<file path="config.mk">
export PLATFORM = sky130hd
export DESIGN_NAME = cna_div_cell
export DESIGN_NICKNAME = d
export VERILOG_FILES = /design/src/rtl/cna_pkg.sv /design/src/rtl/cna_div_cell.sv
export SDC_FILE = /design/constraint.sdc
export NUM_CORES = 1
export LEC_CHECK = 0
export BUFFER_PORTS_ARGS = -buffer_cell sky130_fd_sc_hd__buf_2
export CORE_AREA = 8 8 333 335
export DETAILED_ROUTE_END_ITERATION = 10
export DIE_AREA = 0 0 341 343
export HOLD_SLACK_MARGIN = 0.15
export PLACE_DENSITY = 0.41
export SLEW_MARGIN = 20
export SYNTH_ARGS = -nofsm -noshare
export SYNTH_HDL_FRONTEND = slang
export SYNTH_SLANG_ARGS = --single-unit
export TNS_END_PERCENT = 20
</file>
<file path="constraint.sdc">
create_clock -name clk_i -period 13.5 [get_ports clk_i]
set_clock_uncertainty 0.1 [all_clocks]
set_input_delay 0.675 -clock clk_i [delete_from_list [all_inputs] [get_ports clk_i]]
set_output_delay 0.675 -clock clk_i [all_outputs]
set_load 0.02 [all_outputs]
</file>
<file path="src/rtl/cna_pkg.sv">
// Shared types and constants for the complex arithmetic unit.
// No dependencies; every other file imports this package.
`timescale 1ns / 1ps
`default_nettype none
package cna_pkg;

  localparam int unsigned DATA_WIDTH_DEF = 32;
  localparam int unsigned FRAC_BITS_DEF  = 16;
  localparam int unsigned OP_W           = 3;
  localparam int unsigned ST_W           = 2;

  typedef enum logic [OP_W-1:0] {
    OP_ADD   = 3'd0,
    OP_SUB   = 3'd1,
    OP_MUL   = 3'd2,
    OP_DIV   = 3'd3,
    OP_SCALE = 3'd4
  } cna_op_e;

  typedef enum logic [ST_W-1:0] {
    ST_OK   = 2'd0,
    ST_OVF  = 2'd1,
    ST_DIV0 = 2'd2
  } cna_status_e;

  // Per-item control that rides along the divider chain
  typedef struct packed {
    logic is_div;
    logic div_zero;
  } cna_ctl_t;

endpackage
`default_nettype wire

</file>
<file path="src/rtl/cna_div_cell.sv">
// One cell of the restoring divider chain: one quotient bit per lane, or the
// overflow guard when SHIFT equals the quotient width. Depends on cna_pkg.
`timescale 1ns / 1ps
`default_nettype none
module cna_div_cell import cna_pkg::*; #(
  parameter int unsigned DATA_WIDTH = DATA_WIDTH_DEF,
  parameter int unsigned FRAC_BITS  = FRAC_BITS_DEF,
  parameter int unsigned SHIFT      = 0,
  localparam int unsigned MAGW = 2 * DATA_WIDTH + 1,
  localparam int unsigned NW   = MAGW + FRAC_BITS,
  localparam int unsigned DENW = 2 * DATA_WIDTH,
  localparam int unsigned QW   = DATA_WIDTH + 1
) (
  input  wire  logic                   clk_i,
  input  wire  logic                   rst_ni,
  input  wire  logic                   in_valid_i,
  output logic                         in_ready_o,
  input  wire  cna_ctl_t               in_ctl_i,
  input  wire  logic [DENW-1:0]        in_den_i,
  input  wire  logic [1:0]             in_neg_i,
  input  wire  logic [1:0][MAGW-1:0]   in_mag_i,
  input  wire  logic [1:0][NW-1:0]     in_rem_i,
  input  wire  logic [1:0][QW-1:0]     in_quo_i,
  input  wire  logic [1:0]             in_big_i,
  output logic                         out_valid_o,
  input  wire  logic                   out_ready_i,
  output cna_ctl_t                     out_ctl_o,
  output logic [DENW-1:0]              out_den_o,
  output logic [1:0]                   out_neg_o,
  output logic [1:0][MAGW-1:0]         out_mag_o,
  output logic [1:0][NW-1:0]           out_rem_o,
  output logic [1:0][QW-1:0]           out_quo_o,
  output logic [1:0]                   out_big_o
);

  localparam int unsigned CW = NW + QW + 1;

  logic                 valid_q;
  logic [CW-1:0]        den_x;
  logic [1:0]           ge;
  logic [1:0][NW-1:0]   rem_d;
  logic [1:0][QW-1:0]   quo_d;
  logic [1:0]           big_d;

  assign in_ready_o  = !valid_q || out_ready_i;
  assign out_valid_o = valid_q;
  assign den_x       = CW'(in_den_i) << SHIFT;

  always_comb begin
    for (int l = 0; l < 2; l++) begin
      ge[l]    = CW'(in_rem_i[l]) >= den_x;
      rem_d[l] = in_rem_i[l];
      quo_d[l] = in_quo_i[l];
      big_d[l] = in_big_i[l];
      if (SHIFT >= QW) begin
        // guard: quotient would not fit the bits that follow
        big_d[l] = in_big_i[l] | ge[l];
      end else if (ge[l] && !in_big_i[l]) begin
        rem_d[l] = in_rem_i[l] - NW'(den_x);
        quo_d[l] = in_quo_i[l] | (QW'(1) << SHIFT);
      end
    end
  end

  always_ff @(posedge clk_i or negedge rst_ni) begin
    if (!rst_ni) begin
      valid_q <= 1'b0;
    end else if (in_ready_o) begin
      valid_q <= in_valid_i;
    end
  end

  always_ff @(posedge clk_i) begin
    if (in_valid_i && in_ready_o) begin
      out_ctl_o <= in_ctl_i;
      out_den_o <= in_den_i;
      out_neg_o <= in_neg_i;
      out_mag_o <= in_mag_i;
      out_rem_o <= rem_d;
      out_quo_o <= quo_d;
      out_big_o <= big_d;
    end
  end

endmodule
`default_nettype wire

</file>
# After elaboration in Yosys (flattened, before gate mapping)

Index checks and enable logic that the tools add are counted.

Add/sub/neg operators: 2
Muxes and demuxes: 2
Order comparisons: 2
Reduce and logical (&&, ||, !) cells: 7

Operator list:

| operator                                         | number |
|---|---|
| 81-bit by 64-bit >= comparator with 1-bit output | 2 |
| 81-bit two-way mux                               | 2 |
| 81-bit by 64-bit subtractor with 81-bit output   | 2 |
| 1-bit logical AND                                | 3 |
| 1-bit zero test                                  | 3 |
| 1-bit logical OR                                 | 1 |

Word-level logic and storage cells: 27
Bits in registers: 429

# Longest topological paths before layout

Depth after elaboration: 3
Gate-level depth with buffers: 16
Mapped depth without buffers: 14

# Worst setup path before layout

No wires, ideal clock.

Kind: input to register
Start point: input port out_ready_i
End point: register out_big_o[0] (enable)
Setup slack: 1.913 ns
Cell stages on the path: 2
Data arrival time: 10.642 ns
Cells stage by stage: nand2b_1 -> and2_1

Cells in the longest elaborated chain, start to end: 2

RTL lines:

| item                 | line               | RTL |
|---|---|---|
| start, declared      | cna_div_cell.sv:26 | `input wire logic out_ready_i,` |
| 1-bit logical OR     | cna_div_cell.sv:45 | `assign in_ready_o = !valid_q \|\| out_ready_i;` |
| 1-bit logical AND    | cna_div_cell.sv:74 | `if (in_valid_i && in_ready_o) begin` |
| end signal, assigned | cna_div_cell.sv:81 | `out_big_o <= big_d;` |
| end, declared        | cna_div_cell.sv:33 | `output logic [1:0] out_big_o` |

Every way passes these cells.
A chain may end at the register's enable or synchronous reset.

==> flow_results.xml <==
<?xml version="1.0" encoding="UTF-8"?>
<metrics>
  <group name="status">
    <metric name="outcome" unit="">complete, no violations</metric>
  </group>
  <group name="sta">
    <metric name="final.setup.worst_slack" unit="ps">8170</metric>
    <metric name="timing.final.max_slew_violations" unit="">0</metric>
    <metric name="finalSetupViolations" unit="">0</metric>
    <metric name="grt_setup_unrepaired" unit="">no</metric>
    <metric name="min_period_over_period" unit="">0.395</metric>
    <metric name="hold_violations" unit="">0</metric>
    <metric name="relSlewSlack" unit="">0.227</metric>
    <metric name="period_minus_slack" unit="ps">5330</metric>
    <metric name="fin_tns_setup" unit="ps">0</metric>
    <metric name="worst_hold_slack" unit="ps">212</metric>
    <metric name="maxClockFrequency" unit="MHz">188</metric>
    <metric name="worst_pin_slew" unit="ps">1150</metric>
  </group>
  <group name="logic_synthesis">
    <metric name="syn_avg_cell_area" unit="sq um">11.6</metric>
    <metric name="top_cell_type_by_total_area_after_synthesis" unit="">edfxtp_1</metric>
    <metric name="synthCells" unit="">2008</metric>
    <metric name="yosysSeqAreaShare" unit="">0.555</metric>
    <metric name="synth_edf_count" unit="">428</metric>
    <metric name="synth_fp_nets" unit="">2570</metric>
    <metric name="yosys_warnings" unit="">0</metric>
    <metric name="synth.ff_latch_count" unit="">429</metric>
    <metric name="asyncSetResetFlopFracSynth" unit="">0.00233</metric>
    <metric name="synth_top_flop_cell" unit="">edfxtp_1</metric>
    <metric name="post-synth-top-area-fraction" unit="">0.554</metric>
    <metric name="synth.cell_area" unit="sq mm">0.0232</metric>
    <metric name="yosys-top-cells-area" unit="">edfxtp_1 (55%), ha_1 (6.9%), a21oi_1 (3.3%), xnor2_1 (3.1%), mux2_2 (3.0%)</metric>
    <metric name="ys_types" unit="">78</metric>
  </group>
  <group name="drt">
    <metric name="drt_first_pass_iters" unit="">5</metric>
    <metric name="routed_wirelength" unit="mm">114</metric>
    <metric name="antenna_left" unit="">0</metric>
    <metric name="drt-wirelength-per-cell" unit="um">25.0</metric>
    <metric name="vias" unit="">20700</metric>
    <metric name="post-route-drc-count" unit="">0</metric>
    <metric name="detailedRoute.firstIterationViolations" unit="">1270</metric>
    <metric name="drt-vias-per-instance" unit="">4.54</metric>
  </group>
  <group name="critical_path">
    <metric name="reg2regPathDepth" unit="">4</metric>
    <metric name="maximum_net_fanout_on_the_critical_path" unit="">52</metric>
    <metric name="worstSetupPathType" unit="">in -&gt; reg</metric>
    <metric name="crit_path_start_kind" unit="">primary input</metric>
    <metric name="critPathArrivalTime" unit="ps">5600</metric>
    <metric name="required" unit="ps">13770</metric>
    <metric name="crit_path_end_kind" unit="">register</metric>
  </group>
  <group name="place">
    <metric name="place_worst_setup_slack" unit="ps">7780</metric>
    <metric name="finalWeightedCongestion" unit="">0.874</metric>
    <metric name="dpl.hpwl" unit="mm">93.8</metric>
    <metric name="portBuffers" unit="">861</metric>
  </group>
  <group name="power_and_ir_drop">
    <metric name="static-leakage-power" unit="nW">14.1</metric>
    <metric name="pwr_density_cell" unit="mW/mm^2">121</metric>
    <metric name="vdd_ir_drop_max" unit="mV">0.0879</metric>
  </group>
  <group name="grt">
    <metric name="grt_overflow_total" unit="">0</metric>
    <metric name="grt_pass1_vias" unit="">20900</metric>
    <metric name="grt_pass1_wl" unit="mm">158</metric>
    <metric name="maximum_number_of_pins_on_one_net_before_global_route_repair" unit="">158</metric>
    <metric name="antenna_found_initial" unit="">33</metric>
    <metric name="total_routing_usage_gr" unit="">0.184</metric>
  </group>
  <group name="floorplan">
    <metric name="design.die.area" unit="sq mm">0.117</metric>
    <metric name="die-height" unit="um">343</metric>
    <metric name="start_util" unit="">0.219</metric>
    <metric name="rows" unit="">120</metric>
    <metric name="core_footprint" unit="sq mm">0.106</metric>
    <metric name="die_x" unit="um">341</metric>
    <metric name="floorplan.io_pins" unit="">862</metric>
  </group>
  <group name="layout">
    <metric name="seqCellArea" unit="sq mm">0.0129</metric>
    <metric name="final_common_cell" unit="">buf_2</metric>
    <metric name="fillerInstances" unit="">11000</metric>
    <metric name="multiInputGateArea" unit="sq mm">0.00955</metric>
    <metric name="post_route_cells_drive_above_1_share" unit="">0.334</metric>
    <metric name="final_nets" unit="">3665</metric>
    <metric name="area_growth" unit="%">44.0</metric>
    <metric name="most-common-layout-cells" unit="">buf_2 (861), edfxtp_1 (428), dlygate4sd3_1 (259), nand2_1 (174), a21oi_1 (154)</metric>
  </group>
  <group name="worst_hold_path">
    <metric name="min_path_type" unit="">in -&gt; reg</metric>
    <metric name="worst_hold_path.num_cells" unit="">2</metric>
  </group>
  <group name="clocking">
    <metric name="worstSkewPairLatency" unit="ps">630</metric>
    <metric name="tritoncts" unit="">yes</metric>
    <metric name="numClockSinks" unit="">429</metric>
    <metric name="cts.htree.levels" unit="">2</metric>
    <metric name="numCtsBuffers" unit="">55</metric>
    <metric name="clock_slew_at_reported_path_ffs" unit="ps">60</metric>
    <metric name="cts_root_buffer" unit="">clkbuf_16</metric>
    <metric name="clockBufferDepth" unit="">3</metric>
  </group>
  <group name="job">
    <metric name="max_cap_viol_count" unit="">0</metric>
  </group>
</metrics>
[flip-flops by register name, summed over array words and instances, names as in the netlist]
signal,cells
out_rem_o,162
out_mag_o,130
out_quo_o,66
out_den_o,64
out_big_o,2
out_ctl_o,2
out_neg_o,2
out_valid_o,1
[Yosys cell counts, drive strengths merged (4+ instances only)]
cell type	n
ha	128
o211ai	6
a21oi	154
o41ai	4
nor2b	18
nand4	60
a21o	88
a211oi	15
edfxtp	428
o31ai	7
xnor2	82
or4	9
nor2	109
nand2	174
nor3	24
buf	29
o221ai	4
or2	6
mux2	62
o21bai	30
o21ai	137
nand3b	4
nand3	31
a41oi	6
clkbuf	66
a31oi	18
a221o	6
and3	8
nand2b	15
nor4b	4
nor4	21
o21a	7
inv	105
and2	9
and4	5
or3	10
xor2	70
a21boi	8
[critical path, stage by stage]
cell	delay, ps
dlygate4sd3_1	620
buf_2	150
inv_1	70
ha_1	490
nand4_1	280
nor3_2	540
nand4_1	390
nor4_2	440
nor2_1	70
o21a_1	140
a211oi_4	200
buf_4	330
buf_4	620
mux2_2	420
[power by group]
group | switching, W | internal (W) | leakage, nW
registers | 0.0000223 | 0.00158 | 4.09
clock network | 0.000620 | 0.000864 | 0.872
logic | 0.000594 | 0.000350 | 9.10
[repair_timing]
| item | in CTS | in global routing |
|---|---|---|
| hold endpoints to repair | 259 | 0 |
| setup buffers | 0 | 0 |
| resized for setup | 0 | 0 |
| hold buffers | 259 | 0 |
| setup endpoints to repair | 0 | 0 |
[per-stage QoR]
step | instances | util | instance area, sq um | power, W
6_report | 4565 | 0.316 | 33400 | 0.00403
3_5_place_dp | 4190 | 0.274 | 29000 | 0.00252
5_1_grt | 4553 | 0.315 | 33400 | 0.00422
3_3_place_gp | 4190 | 0.274 | 29000 | 0.00252
4_1_cts | 4552 | 0.315 | 33400 | 0.00411
2_1_floorplan | 2008 | - | 23200 | 0.00218
[worst paths after layout]
kind	startpoint	slack [ps]	endpoint
max	in_den_i[54]	8170	out_rem_o[7]$_DFFE_PP_
min	in_quo_i[0]	210	out_quo_o[0]$_SDFFCE_PP1P_
max reg2reg	out_valid_o$_DFFE_PN0N_	10140	out_den_o[37]$_DFFE_PP_
min reg2reg	out_valid_o$_DFFE_PN0N_	650	out_valid_o$_DFFE_PN0N_
max in group asynchronous	rst_ni	12940	out_valid_o$_DFFE_PN0N_
min in group asynchronous	rst_ni	270	out_valid_o$_DFFE_PN0N_
[per-layer routing]
| metal | GRT usage | wire length [um] | share of wire |
|---|---|---|---|
| met5 | 0 | 173 | 0.0015 |
| met4 | 0.0381 | 2240 | 0.020 |
| met3 | 0.0500 | 8210 | 0.072 |
| met2 | 0.334 | 58300 | 0.51 |
| met1 | 0.217 | 45200 | 0.40 |
[kinds of logic (layout without fill, tap and decap cells)]
logic type | Yosys count | in the layout | synth area share
muxes | 64 | 64 | 0.0310
AOI/OAI and AO/OA | 517 | 517 | 0.140
other | 0 | 13 | 0
DFF | 429 | 429 | 0.555
adders and majority gates | 130 | 130 | 0.0708
buffers and inverters | 200 | 1341 | 0.0344
and+or+nand+nor | 516 | 516 | 0.111
xor gates and xnor gates | 152 | 152 | 0.0577
[layout make-up]
type	instances	share of cell area
inverter	105	0.0118
clock inverter	31	0.0100
timing repair buffer	1133	0.210
clock buffer	72	0.0437
multi-input combinational	1379	0.286
tap	1403	0.0525
sequential	429	0.385
antenna	13	0.000974
(Power assumes the default switching activity.)
