===== src/rtl/cna_pkg.sv =====
// Shared types and constants for the complex arithmetic unit.
// No dependencies; every other file imports this package.
`timescale 1ns / 1ps
`default_nettype none
package cna_pkg;

  localparam int unsigned DATA_WIDTH_DEF = 32;
  localparam int unsigned FRAC_BITS_DEF  = 16;
  localparam int unsigned OP_W           = 3;
  localparam int unsigned ST_W           = 2;

  typedef enum logic [OP_W-1:0] {
    OP_ADD   = 3'd0,
    OP_SUB   = 3'd1,
    OP_MUL   = 3'd2,
    OP_DIV   = 3'd3,
    OP_SCALE = 3'd4
  } cna_op_e;

  typedef enum logic [ST_W-1:0] {
    ST_OK   = 2'd0,
    ST_OVF  = 2'd1,
    ST_DIV0 = 2'd2
  } cna_status_e;

  // Per-item control that rides along the divider chain
  typedef struct packed {
    logic is_div;
    logic div_zero;
  } cna_ctl_t;

endpackage
`default_nettype wire


===== src/rtl/cna_back.sv =====
// Output stage: saturate each lane, pick the status, hold the result register.
// Depends on cna_pkg.
`timescale 1ns / 1ps
`default_nettype none
module cna_back import cna_pkg::*; #(
  parameter int unsigned DATA_WIDTH = DATA_WIDTH_DEF,
  localparam int unsigned W    = DATA_WIDTH,
  localparam int unsigned MAGW = 2 * DATA_WIDTH + 1,
  localparam int unsigned QW   = DATA_WIDTH + 1
) (
  input  wire  logic                   clk_i,
  input  wire  logic                   rst_ni,
  input  wire  logic                   in_valid_i,
  output logic                         in_ready_o,
  input  wire  cna_ctl_t               in_ctl_i,
  input  wire  logic [1:0]             in_neg_i,
  input  wire  logic [1:0][MAGW-1:0]   in_mag_i,
  input  wire  logic [1:0][QW-1:0]     in_quo_i,
  input  wire  logic [1:0]             in_big_i,
  output logic                         out_valid_o,
  input  wire  logic                   out_ready_i,
  output logic [1:0][W-1:0]            out_res_o,
  output logic [ST_W-1:0]              out_status_o
);

  localparam logic [MAGW-1:0] LIM_POS = (MAGW'(1) << (W - 1)) - MAGW'(1);
  localparam logic [MAGW-1:0] LIM_NEG = MAGW'(1) << (W - 1);

  logic                  valid_q;
  logic [1:0][MAGW-1:0]  m;
  logic [1:0][MAGW-1:0]  lim;
  logic [1:0]            ovf;
  logic [1:0][W-1:0]     res_d;
  cna_status_e           st_d;

  assign in_ready_o  = !valid_q || out_ready_i;
  assign out_valid_o = valid_q;

  always_comb begin
    for (int l = 0; l < 2; l++) begin
      m[l]   = in_ctl_i.is_div ? MAGW'(in_quo_i[l]) : in_mag_i[l];
      lim[l] = in_neg_i[l] ? LIM_NEG : LIM_POS;
      ovf[l] = (in_ctl_i.is_div && in_big_i[l]) || (m[l] > lim[l]);
      if (ovf[l]) begin
        m[l] = lim[l];
      end
      res_d[l] = in_neg_i[l] ? W'(-m[l]) : W'(m[l]);
    end
    if (in_ctl_i.div_zero) begin
      st_d = ST_DIV0;
    end else if (ovf != 2'b00) begin
      st_d = ST_OVF;
    end else begin
      st_d = ST_OK;
    end
  end

  always_ff @(posedge clk_i or negedge rst_ni) begin
    if (!rst_ni) begin
      valid_q <= 1'b0;
    end else if (in_ready_o) begin
      valid_q <= in_valid_i;
    end
  end

  always_ff @(posedge clk_i) begin
    if (in_valid_i && in_ready_o) begin
      out_res_o    <= res_d;
      out_status_o <= st_d;
    end
  end

endmodule
`default_nettype wire


===== config.mk =====
export PLATFORM = sky130hd
export DESIGN_NAME = cna_back
export DESIGN_NICKNAME = d
export VERILOG_FILES = /design/src/rtl/cna_pkg.sv /design/src/rtl/cna_back.sv
export SDC_FILE = /design/constraint.sdc
export NUM_CORES = 1
export LEC_CHECK = 0
export CORE_MARGIN = 4
export CORE_UTILIZATION = 34
export CTS_CLUSTER_SIZE = 20
export DETAILED_ROUTE_END_ITERATION = 6
export DONT_BUFFER_PORTS = 1
export GPL_TIMING_DRIVEN = 0
export PLACE_DENSITY = 0.55
export SYNTH_ARGS = -nofsm -noshare
export SYNTH_HDL_FRONTEND = slang
export SYNTH_SLANG_ARGS = --single-unit

===== constraint.sdc =====
create_clock -name clk_i -period 2.4 [get_ports clk_i]
set_input_delay 0.12 -clock clk_i [delete_from_list [all_inputs] [get_ports clk_i]]
set_output_delay 0.12 -clock clk_i [all_outputs]
set_load 0.01 [all_outputs]

Word level (Yosys, flattened, before mapping)
Cells that the tools add are included.
{"block": "classes", "eq_ne": 0, "reduce_logical": 8, "multipliers": 0, "addsub": 2, "shift": 0, "bitwise_logic": 0, "n_div": 0, "muxes": 9, "order_cmp": 2}
{"operator": "32-bit 2-to-1 mux", "n": 6}
{"operator": "65-bit by 32-bit > comparator with 1-bit output", "n": 2}
{"operator": "65-bit 2-to-1 mux", "n": 2}
{"operator": "32-bit negator", "n": 2}
{"operator": "1-bit logical AND", "n": 3}
{"operator": "1-bit logical OR", "n": 3}
{"operator": "2-bit nonzero test", "n": 1}
{"operator": "1-bit logical NOT", "n": 1}
{"operator": "1-bit 2-to-1 mux", "n": 1}
{"block": "word_totals", "rom_bits": 0, "ram_bits": 0, "out_inout_bits": 68, "n_memories": 0, "regBits": 67, "latch_bits": 0, "inputBits": 206, "word_cells": 25}

Depth between registers and ports, before layout
Gate-level depths: netlist (run 1).
{"block": "logic_depth", "ltp_word": 6, "mapped_depth": 24, "ltp_nobuf": 17}

Worst setup path before layout (run 1)
OpenSTA, ideal clock, no wires.
{"block": "synth_timing", "path_type": "input -> register", "start": "input in_ctl_i[1] (netlist name)", "end": "register out_res_o[24] (netlist name) (data pin)", "setup_time_ns": 0.168, "path_slack_ns": -2.704, "path_stages": 24, "path_buffers": 8, "arrival_ns": 4.935, "required_ns": 2.232, "cell_sequence": "buf_6 > buf_6 > buf_6 > buf_6 > buf_2 > buf_2 > buf_2 > mux2_2 > ha_1 > a21o_1 > a21o_1 > a211oi_1 > o2111ai_1 > o21a_1 > buf_2 > a21oi_2 > mux2i_1 > ha_1 > nand2_1 > or4_1 > nor4_1 > xnor2_1 > nor2_1 > a211oi_1"}
{"item": "from (decl)", "line_no": "cna_back.sv:15", "source": "input wire cna_ctl_t in_ctl_i,"}
{"item": "to (signal assigned)", "line_no": "cna_back.sv:68", "source": "out_res_o <= res_d;"}
{"item": "to (decl)", "line_no": "cna_back.sv:22", "source": "output logic [1:0][W-1:0] out_res_o,"}

==> flow_summary.ini, run 1 <==
[status]
status = finished, violations left
violations = negative setup slack

[clock_network]
clock-sinks = 67
cts_tree = built
cts-root-buf = clkbuf_16
cts.clk_slew.worst_paths_ns = 0.06
h-tree-depth = 3
tritoncts.num_buffers = 9
clk_latency_ns = 0.35
clock_path_buffers = 2

[global_route]
grt_use_total_pct = 25.84
overflow = 0
grt_pass1_wl_mm = 47.74
grt_start_max_net_pins = 52
antenna_found_initial = 0
grt_pass1_vias = 7686

[synth]
synthArstFlopShare_pct = 1.493
synthTopCellsByArea = edfxtp_1, ha_1, mux2i_1
yosys_warnings = 0
ys.flop_type = edfxtp_1
ys_seq_area_share_pct = 26.86
ys_types = 78
synth_edf_count = 66
avgSynthCellArea_sq_um = 8.760
synthCells = 853
synth_nets = 1125
synth_top_area_cell = edfxtp_1
syn_area_sq_mm = 0.007472
synth-seq-cells = 67
synth_top_area_share_pct = 26.52

[place]
place_area_sq_mm = 0.008098
io_buffers = 0
dpl.hpwl_mm = 23.14
dp_slack_ns = -3.183
placed_cells = 1129
place_congestion = 0.8861

[floorplanning]
ios = 274
fp.dieW_um = 156.2
fp.dieArea_sq_mm = 0.02441
fp.dieH_um = 156.2
initial_utilization_pct = 35.10
core-area_sq_mm = 0.02129
rows = 53

[cells_and_area]
finalNetCount = 1263
drive_above_1_share_pct = 39.26
layout.cells.non_filler = 1271
multiInputGateArea_sq_mm = 0.006319
layout.cells.most_common = buf_4
design_area_sq_mm = 0.01099
fillCellCount = 1893
seq_area_sq_mm = 0.002007
n_antenna_cell = 0
layout_common_cells = buf_4, edfxtp_1, nand2_1, ha_1
areaGrowthSynthToFinish_pct = 47.02

[routing]
drt_iter0_drc = 754
wl_per_cell_um = 26.67
via_count = 7996
dr.pass1.iters = 5
wl_mm = 33.89
drc = 0
routed_via_density = 6.291
drtAntennaViolNets = 0

[timing]
fin_hold_ws_ns = 0.06371
finalCriticalPeriod_ns = 4.383
hold_viol = 0
period_share_pct = 182.6
final-max-slew-violation-count = 0
skew_ns = 0.009034
setup_viol = 65
rsz0062_at_grt = yes
fin_ws_ns = -1.983
max_freq_ghz = 0.2281
timing_worst_slew_pin_value_ns = 1.043
relSlewSlack_pct = 29.74

[setup_path]
worstSetupStartpointType = primary input
end_kind = register
cp_max_fo = 7
cp.arrival_ns = 4.48
cp.required_ns = 2.50
crit_type = primary input to register

[power]
p_per_area_mw_per_mm2 = 430.2
peakVddDrop_v = 0.0002447
power.leakage_nw = 4.169
p_total_mw = 4.726

[min_path]
hold_class = primary input to register

[run]
cap_viol_max_count = 0
-- registers in the layout, summed over array words and instances, names as in the netlist --
register and flops:
out_valid_o 1, out_res_o 64, out_status_o 2
-- critical path, cell delays in order --
cell	delay, ns
buf_12	0.11
buf_12	0.12
buf_12	0.12
buf_16	0.14
buf_12	0.13
buf_12	0.14
buf_12	0.13
buf_8	0.12
buf_8	0.13
mux2i_4	0.18
inv_1	0.10
ha_4	0.28
nand4_1	0.19
nor4_4	0.37
nand4bb_1	0.18
and3b_2	0.26
a211oi_4	0.28
buf_6	0.16
buf_8	0.10
nor2_4	0.03
a21o_1	0.21
ha_4	0.17
nand2b_4	0.17
clkbuf_16	0.17
buf_12	0.13
o21ai_4	0.14
a21oi_2	0.08
-- layer usage --
layer	vias to the layer above	GRT usage [%]	routed length, um
li1	3558	-	-
met1	3868	36.00	14190
met2	480	39.86	15250
met3	90	5.752	3198
met4	0	8.347	1258
met5	-	0	0
-- power breakdown --
part	total [mW]	internal (mW)	switching (mW)
clock	1.34	0.800	0.541
sequential	1.47	1.40	0.0720
combinational	1.91	0.868	1.05
-- worst paths after layout --
check	slack (ns)	endpoint	depth (start not counted)	startpoint
hold / removal	0.06	out_valid_o$_DFFE_PN0N_	2	out_ready_i
setup reg to reg	0.77	out_res_o[34]$_DFFE_PP_	3	out_valid_o$_DFFE_PN0N_
max in group asynchronous	1.79	out_valid_o$_DFFE_PN0N_	2	rst_ni
setup / recovery	-1.98	out_res_o[38]$_DFFE_PP_	27	in_ctl_i[1]
min in group asynchronous	0.51	out_valid_o$_DFFE_PN0N_	2	rst_ni
hold reg to reg	0.69	out_valid_o$_DFFE_PN0N_	2	out_valid_o$_DFFE_PN0N_
-- stage by stage --
stage / TNS [ns] / utilization (%)
6_report: -90.69 / 51.61
5_1_grt: -95.88 / 51.61
4_1_cts: -93.08 / 48.03
3_5_place_dp: -155.28 / 38.04
3_3_place_gp: -155.42 / 37.91
2_1_floorplan: -80.40 / -
-- synthesized netlist by cell type, types with 3 or more instances --
cell       instances
edfxtp_1          66
o31ai_1            3
xor2_1             5
o21a_1             6
a22oi_1            8
a2bb2oi_1          4
a211oi_1          31
nand2b_1          10
nor4_1            25
ha_1              66
o2bb2ai_1          8
nor3b_1           10
o211ai_1           6
nor2b_1            3
a2111oi_0          5
mux2i_2            3
buf_4              5
and4_1             4
buf_1              3
o21ai_0           61
nor3_1            39
clkbuf_1          14
buf_2             13
a31oi_1            3
inv_1             48
and2_1             6
and3_1             4
nand4_1           19
xnor2_1           18
mux2_2            33
or3_1              6
o21ai_1            4
buf_6              5
a21o_1            16
mux2i_1           47
a21oi_1           63
nor2_1            45
nand2_1           65
nand3_1           24
-- area by class of cell --
type | instances | area share [%]
sequential | 67 | 18.27
inverter | 49 | 1.674
buffer | 39 | 4.658
clock inverter | 5 | 0.4898
clock buffer | 11 | 2.118
multi-input combinational | 696 | 57.52
tap | 275 | 3.132
timing repair buffer | 129 | 12.14
-- repair_timing --
| action | in CTS | in global routing |
|---|---|---|
| hold buffers | 4 | 0 |
| gates cloned | 5 | 1 |
| buffers inserted | 93 | 37 |
| gates resized for setup | 206 | 123 |
| setup endpoints to repair | 65 | 65 |
| hold endpoints to repair | 4 | 0 |
| pin swaps | 54 | 62 |
-- logic make-up (layout without fill, tap and decap cells) --
logic type | after synthesis | count (layout) | synth area share [%]
DFF | 67 | 67 | 26.86
and+or+nand+nor | 280 | 280 | 20.38
AOI/OAI and AO/OA | 241 | 241 | 20.93
muxes | 86 | 86 | 12.58
xor gates and xnor gates | 23 | 23 | 2.696
adders and majority gates | 66 | 66 | 11.05
buffers and inverters | 90 | 233 | 5.509
Note: power is estimated with default switching activity, not from simulation.
==> inputs of run 2 (changes only) <==
- SKIP_CTS_REPAIR_TIMING: unset -> 1
- clock period: 2.4 -> 3.9 ns (I/O delays scaled with it)
==> run 2 against run 1 <==
Against the previous run: the flow still finishes with violations (negative setup slack); final area fell by 7.1%; clock power fell by 31%; via count fell by 3.8%; core utilization fell by 3.6 points; critical path depth fell by 1; hold slack got worse by 0.021 ns; largest cell class unchanged.
==> flow_summary.ini, run 2 (synthesis results as in run 1) <==
[cells_and_area]
finalNetCount = 1226
layout_common_cells = buf_4, edfxtp_1, nand2_1, a21oi_1, ha_1
layout.cells.most_common = buf_4
drive_above_1_share_pct = 31.70
fillCellCount = 1967
areaGrowthSynthToFinish_pct = 36.64
largest_register_ffs = 64
n_antenna_cell = 0
design_area_sq_mm = 0.01021
top_register = out_res_o

[power]
intPower_mw = 1.907
switching_share_pct = 33.33
p_comb_share_pct = 35.9
power.leakage_nw = 3.885
p_per_area_mw_per_mm2 = 280.2
peakVddDrop_v = 0.0001711
p_seq_share_pct = 31.6
p_sw_mw = 0.9536
p_clk_share_pct = 32.5

[clock_network]
h-tree-depth = 3
clock_path_buffers = 2
clock-sinks = 67
cts.clk_slew.worst_paths_ns = 0.06
cts_tree = built
clk_latency_ns = 0.35
tritoncts.num_buffers = 9
cts-root-buf = clkbuf_16

[setup_path]
cp_max_fo = 8
cp.arrival_ns = 4.70
end_kind = register
worstSetupStartpointType = primary input
crit_type = primary input to register
cp.required_ns = 4.08

[timing]
finalSetupTns_ns = -13.56
hold_viol = 0
skew_ns = 0.01685
fin_hold_ws_ns = 0.04266
final-max-slew-violation-count = 0
fin_ws_ns = -0.6195
finalCriticalPeriod_ns = 4.519
rsz0062_at_grt = yes
relSlewSlack_pct = 28.20
max_freq_ghz = 0.2213
timing_worst_slew_pin_value_ns = 1.070
setup_viol = 33
period_share_pct = 115.9

[routing]
drc = 0
via_count = 7694
wl_per_cell_um = 25.97
drtAntennaViolNets = 0
wl_mm = 32.04
dr.pass1.iters = 5
drt_iter0_drc = 708
routed_via_density = 6.235

[global_route]
overflow = 0
grt_pass1_vias = 6968
grt_use_total_pct = 23.25
grt_pass1_wl_mm = 43.34
antenna_found_initial = 0
grt_start_max_net_pins = 67

[place]
place_area_sq_mm = 0.008053
dpl.hpwl_mm = 23.11
place_congestion = 0.9438
io_buffers = 0

[floorplanning]
initial_utilization_pct = 35.10
ios = 274
rows = 53
core-area_sq_mm = 0.02129
fp.dieW_um = 156.2
fp.dieH_um = 156.2
fp.dieArea_sq_mm = 0.02441

[status]
violations = negative setup slack
status = finished, violations left

[run]
cap_viol_max_count = 0

[min_path]
hold_class = primary input to register
==> run 2: changes by cell type in the layout (fill, tap and decap cells not counted), sizes merged <==
| cell | delta |
|---|---|
| bufinv | +1 |
| bufbuf | -1 |
| buf | -38 |
| clkbuf | +6 |
| clkinvlp | -2 |
| dlygate4sd3 | -1 |
| clkinv | -2 |
==> run 2: per-stage QoR <==
| step | utilization [%] | power, mW | cells | worst slack, ns |
|---|---|---|---|---|
| 3_5_place_dp | 37.83 | 1.662 | 1128 | -1.800 |
| 5_1_grt | 47.96 | 2.980 | 1234 | -0.7397 |
| 3_3_place_gp | 37.82 | 1.658 | 1128 | -1.821 |
| 6_report | 47.96 | 2.861 | 1234 | -0.6195 |
| 4_1_cts | 39.35 | 2.587 | 1144 | -1.446 |
| 2_1_floorplan | - | 1.449 | 853 | -0.4313 |
==> run 2: area by class of cell <==
| type | instances | area (sq um) | area share, % |
|---|---|---|---|
| timing repair buffer | 91 | 904.6 | 8.860 |
| inverter | 49 | 183.9 | 1.801 |
| sequential | 67 | 2007 | 19.66 |
| multi-input combinational | 696 | 6000 | 58.76 |
| clock inverter | 2 | 60.06 | 0.5882 |
| clock buffer | 14 | 264.0 | 2.586 |
| buffer | 40 | 446.7 | 4.375 |
| tap | 275 | 344.1 | 3.370 |
==> run 2: metal layers <==
layer	vias up	GRT usage (%)	share of wire [%]
li1	3489	-	-
met1	3646	32.84	42
met2	482	33.67	44
met3	77	7.080	12
met4	0	7.975	3.0
met5	-	0	0
==> run 2: worst paths after layout <==
check | startpoint | endpoint | slack (ns) | depth (start not counted)
min in group asynchronous | rst_ni | out_valid_o$_DFFE_PN0N_ | 0.07 | 1
min reg2reg | out_valid_o$_DFFE_PN0N_ | out_valid_o$_DFFE_PN0N_ | 0.68 | 2
max | in_ctl_i[1] | out_res_o[62]$_DFFE_PP_ | -0.62 | 26
min | in_ctl_i[0] | out_status_o[0]$_SDFFCE_PP0P_ | 0.04 | 1
max reg2reg | out_valid_o$_DFFE_PN0N_ | out_res_o[48]$_DFFE_PP_ | 2.12 | 2
max in group asynchronous | rst_ni | out_valid_o$_DFFE_PN0N_ | 3.73 | 1
==> run 2: power groups by stage <==
stage	combinational, mW	sequential (mW)	clock [mW]
global placement	0.733	0.925	0
global route	1.10	0.911	0.968
floorplan	0.536	0.913	0
detailed placement	0.740	0.922	0
CTS	0.744	0.908	0.935
finish	1.03	0.905	0.929
==> run 2: worst max-delay path, stage by stage <==
cell and delay, ns:
buf_12 0.11, buf_12 0.12, buf_12 0.13, buf_16 0.15, buf_12 0.14, buf_12 0.13, buf_4 0.13, buf_8 0.13
clkbuf_16 0.16, mux2i_4 0.20, inv_1 0.07, ha_1 0.27, and4_4 0.23, nand4_1 0.16, nand4bb_1 0.26, and3b_2 0.26
a211oi_4 0.32, buf_6 0.19, buf_12 0.13, a21o_1 0.15, ha_4 0.18, nand2b_4 0.18, buf_8 0.14, nor2_2 0.04
mux2_4 0.26, a211oi_2 0.21
==> inputs of run 3 (changes only) <==
- ABC_AREA: unset -> 1
==> run 3 against run 2 <==
Against the previous run: the run now ends clean; non-clock buffer count is 70 lower; clock skew shrank 0.0064 ns; first-iteration DRC count is 6.4% higher.
==> flow_summary.ini, run 3 <==
[status]
status = finished, final reports clean

[clock_network]
h-tree-depth = 3
tritoncts.num_buffers = 9
clock_path_buffers = 2
cts-root-buf = clkbuf_16
clk_latency_ns = 0.34
cts.clk_slew.worst_paths_ns = 0.05
clock-sinks = 67
cts_tree = built

[synth]
synth_edf_count = 66
ys.flop_type = edfxtp_1
synthCells = 1281
synth_top_area_share_pct = 24.36
synth_top_area_cell = edfxtp_1
yosys_warnings = 0
avgSynthCellArea_sq_um = 6.352
ys_seq_area_share_pct = 24.67
syn_area_sq_mm = 0.008137
yosysMostFrequentCell = nand2_1
synth-seq-cells = 67
synthArstFlopShare_pct = 1.493
synthTopCellsByArea = edfxtp_1, nand2_1, ha_1
ys_types = 42
synth_nets = 1553
ys_top_cells_by_count = nand2_1, nand3_1, nor2_1

[cells_and_area]
fin_util_pct = 39.31
layout.cells.most_common = nand2_1
areaGrowthSynthToFinish_pct = 13.41
finalNetCount = 1578
fillCellCount = 2584
layout_common_cells = nand2_1, nand3_1, nor2_1, inv_1
top_register = out_res_o
design_area_sq_mm = 0.009228
drive_above_1_share_pct = 9.840
largest_register_ffs = 64

[setup_path]
r2r-end = out_res_o[14]$_DFFE_PP_
crit_type = primary input to register
crit_family = simple AND/OR/NAND/NOR gates
crit_top_cell = nand2_1
worstSetupStartpointType = primary input
r2r_start = out_valid_o$_DFFE_PN0N_
rrSetupSlack_ns = 2.21
r2r_cells = 2
critPathSlowestCell = ha_1
cp_max_fo = 19
cp.arrival_ns = 3.71
critical_path.n_buffers_inverters = 8
end_kind = register
cp.required_ns = 3.99
critical_path.max_stage_delay_ns = 0.31

[routing]
routed_via_density = 5.140
wl_mm = 30.49
drc = 0
dr.pass1.iters = 5
via_count = 8388
wl_per_cell_um = 18.68
drt_iter0_drc = 753
drtAntennaViolNets = 0

[power]
peakVddDrop_v = 0.0001875
p_seq_share_pct = 35.5
switching_share_pct = 31.64
p_clk_share_pct = 38.4
power.leakage_nw = 4.468
p_comb_share_pct = 26.1
p_per_area_mw_per_mm2 = 268.9
p_sw_mw = 0.7851
intPower_mw = 1.697
p_total_mw = 2.482

[min_path]
hold_depth = 2
whs_endpoint = out_valid_o$_DFFE_PN0N_
hp-start = in_valid_i
hold_class = primary input to register

[floorplanning]
fp.dieArea_sq_mm = 0.02647
fp.dieH_um = 162.7
initial_utilization_pct = 34.66
core-area_sq_mm = 0.02347
fp.dieW_um = 162.7
ios = 274
rows = 56

[timing]
final-max-slew-violation-count = 0
fin_ws_ns = 0.2850
hold_viol = 0
relSlewSlack_pct = 51.01
max_freq_ghz = 0.2766
timing_worst_slew_pin_value_ns = 0.7333
skew_ns = 0.01048
finalSetupTns_ns = 0
finalCriticalPeriod_ns = 3.615
period_share_pct = 92.69
setup_viol = 0

[global_route]
antenna_found_initial = 2
overflow = 0
grt_use_total_pct = 22.45
grt_pass1_vias = 7984
grt_start_max_net_pins = 34
grt_pass1_wl_mm = 45.71

[place]
io_buffers = 0
place_area_sq_mm = 0.008601
place_congestion = 0.9278
dpl.hpwl_mm = 25.88
dp_slack_ns = -1.821

[run]
cap_viol_max_count = 0
## run 3: power groups by stage
stage	Sequential (mW)	Clock (mW)	Combinational, mW
6_report	0.880	0.953	0.648
5_1_grt	0.884	1.00	0.738
3_3_place_gp	0.901	0	0.596
2_1_floorplan	0.890	0	0.448
4_1_cts	0.882	0.967	0.617
3_5_place_dp	0.897	0	0.616
## run 3: cell families (layout without fill, tap and decap cells)
kind of cell    count (synthesis)  count (layout)  share of synthesized area (%)
compound gates                111             111                          7.412
xor+xnor                        3               3                         0.3230
fa+ha+maj                      66              66                          10.15
buf+inv                       186             216                          9.903
flops                          67              67                          24.67
mux                            31              31                          3.814
other cells                     0               2                              0
simple gates                  817             817                          43.73
## run 3: area by class of cell
class                           instances  area [sq um]  share of cell area [%]
Sequential cell                        67          2007                   21.75
Clock buffer                            9         225.2                   2.441
Antenna cell                            2         5.005                 0.05424
Timing Repair Buffer                   16         170.2                   1.844
Inverter                              139         530.5                   5.749
Buffer                                 45         387.9                   4.203
Clock inverter                          7         116.4                   1.261
Tap cell                              319         399.1                   4.325
Multi-Input combinational cell       1028          5386                   58.37
## run 3: layer usage
metal	part of all wire [%]	track usage [%]
met5	0.039	0
met4	1.3	5.376
met3	8.6	5.062
met2	42	33.85
met1	48	32.63
## run 3: how the worst max path moves through the flow
stage                     start                       to  slack (ns)  cells after the start
finish              in_ctl_i[1]  out_res_o[10]$_DFFE_PP_        0.28                     27
global route        in_ctl_i[1]  out_res_o[62]$_DFFE_PP_      -0.003                     29
CTS                 in_ctl_i[1]  out_res_o[10]$_DFFE_PP_       -1.47                     31
detailed placement  in_ctl_i[1]  out_res_o[14]$_DFFE_PP_       -1.82                     29
global placement    in_ctl_i[1]  out_res_o[14]$_DFFE_PP_       -1.82                     27
floorplan           in_ctl_i[1]  out_res_o[10]$_DFFE_PP_        0.05                     31
## run 3: worst reg2reg max path, delay by kind of cell, from the launching register on
| kind | cells | cell delay, ns |
|---|---|---|
| compound gates | 1 | 0.64 |
| buf+inv | 1 | 0.28 |
| flops | 1 | 0.45 |
## run 3: per-stage QoR
step	hold WS [ns]	cells
finish	0.01527	1632
global route	0.03176	1631
CTS	-0.4554	1618
detailed placement	-0.1005	1602
global placement	-0.1006	1600
floorplan	-0.1006	1281
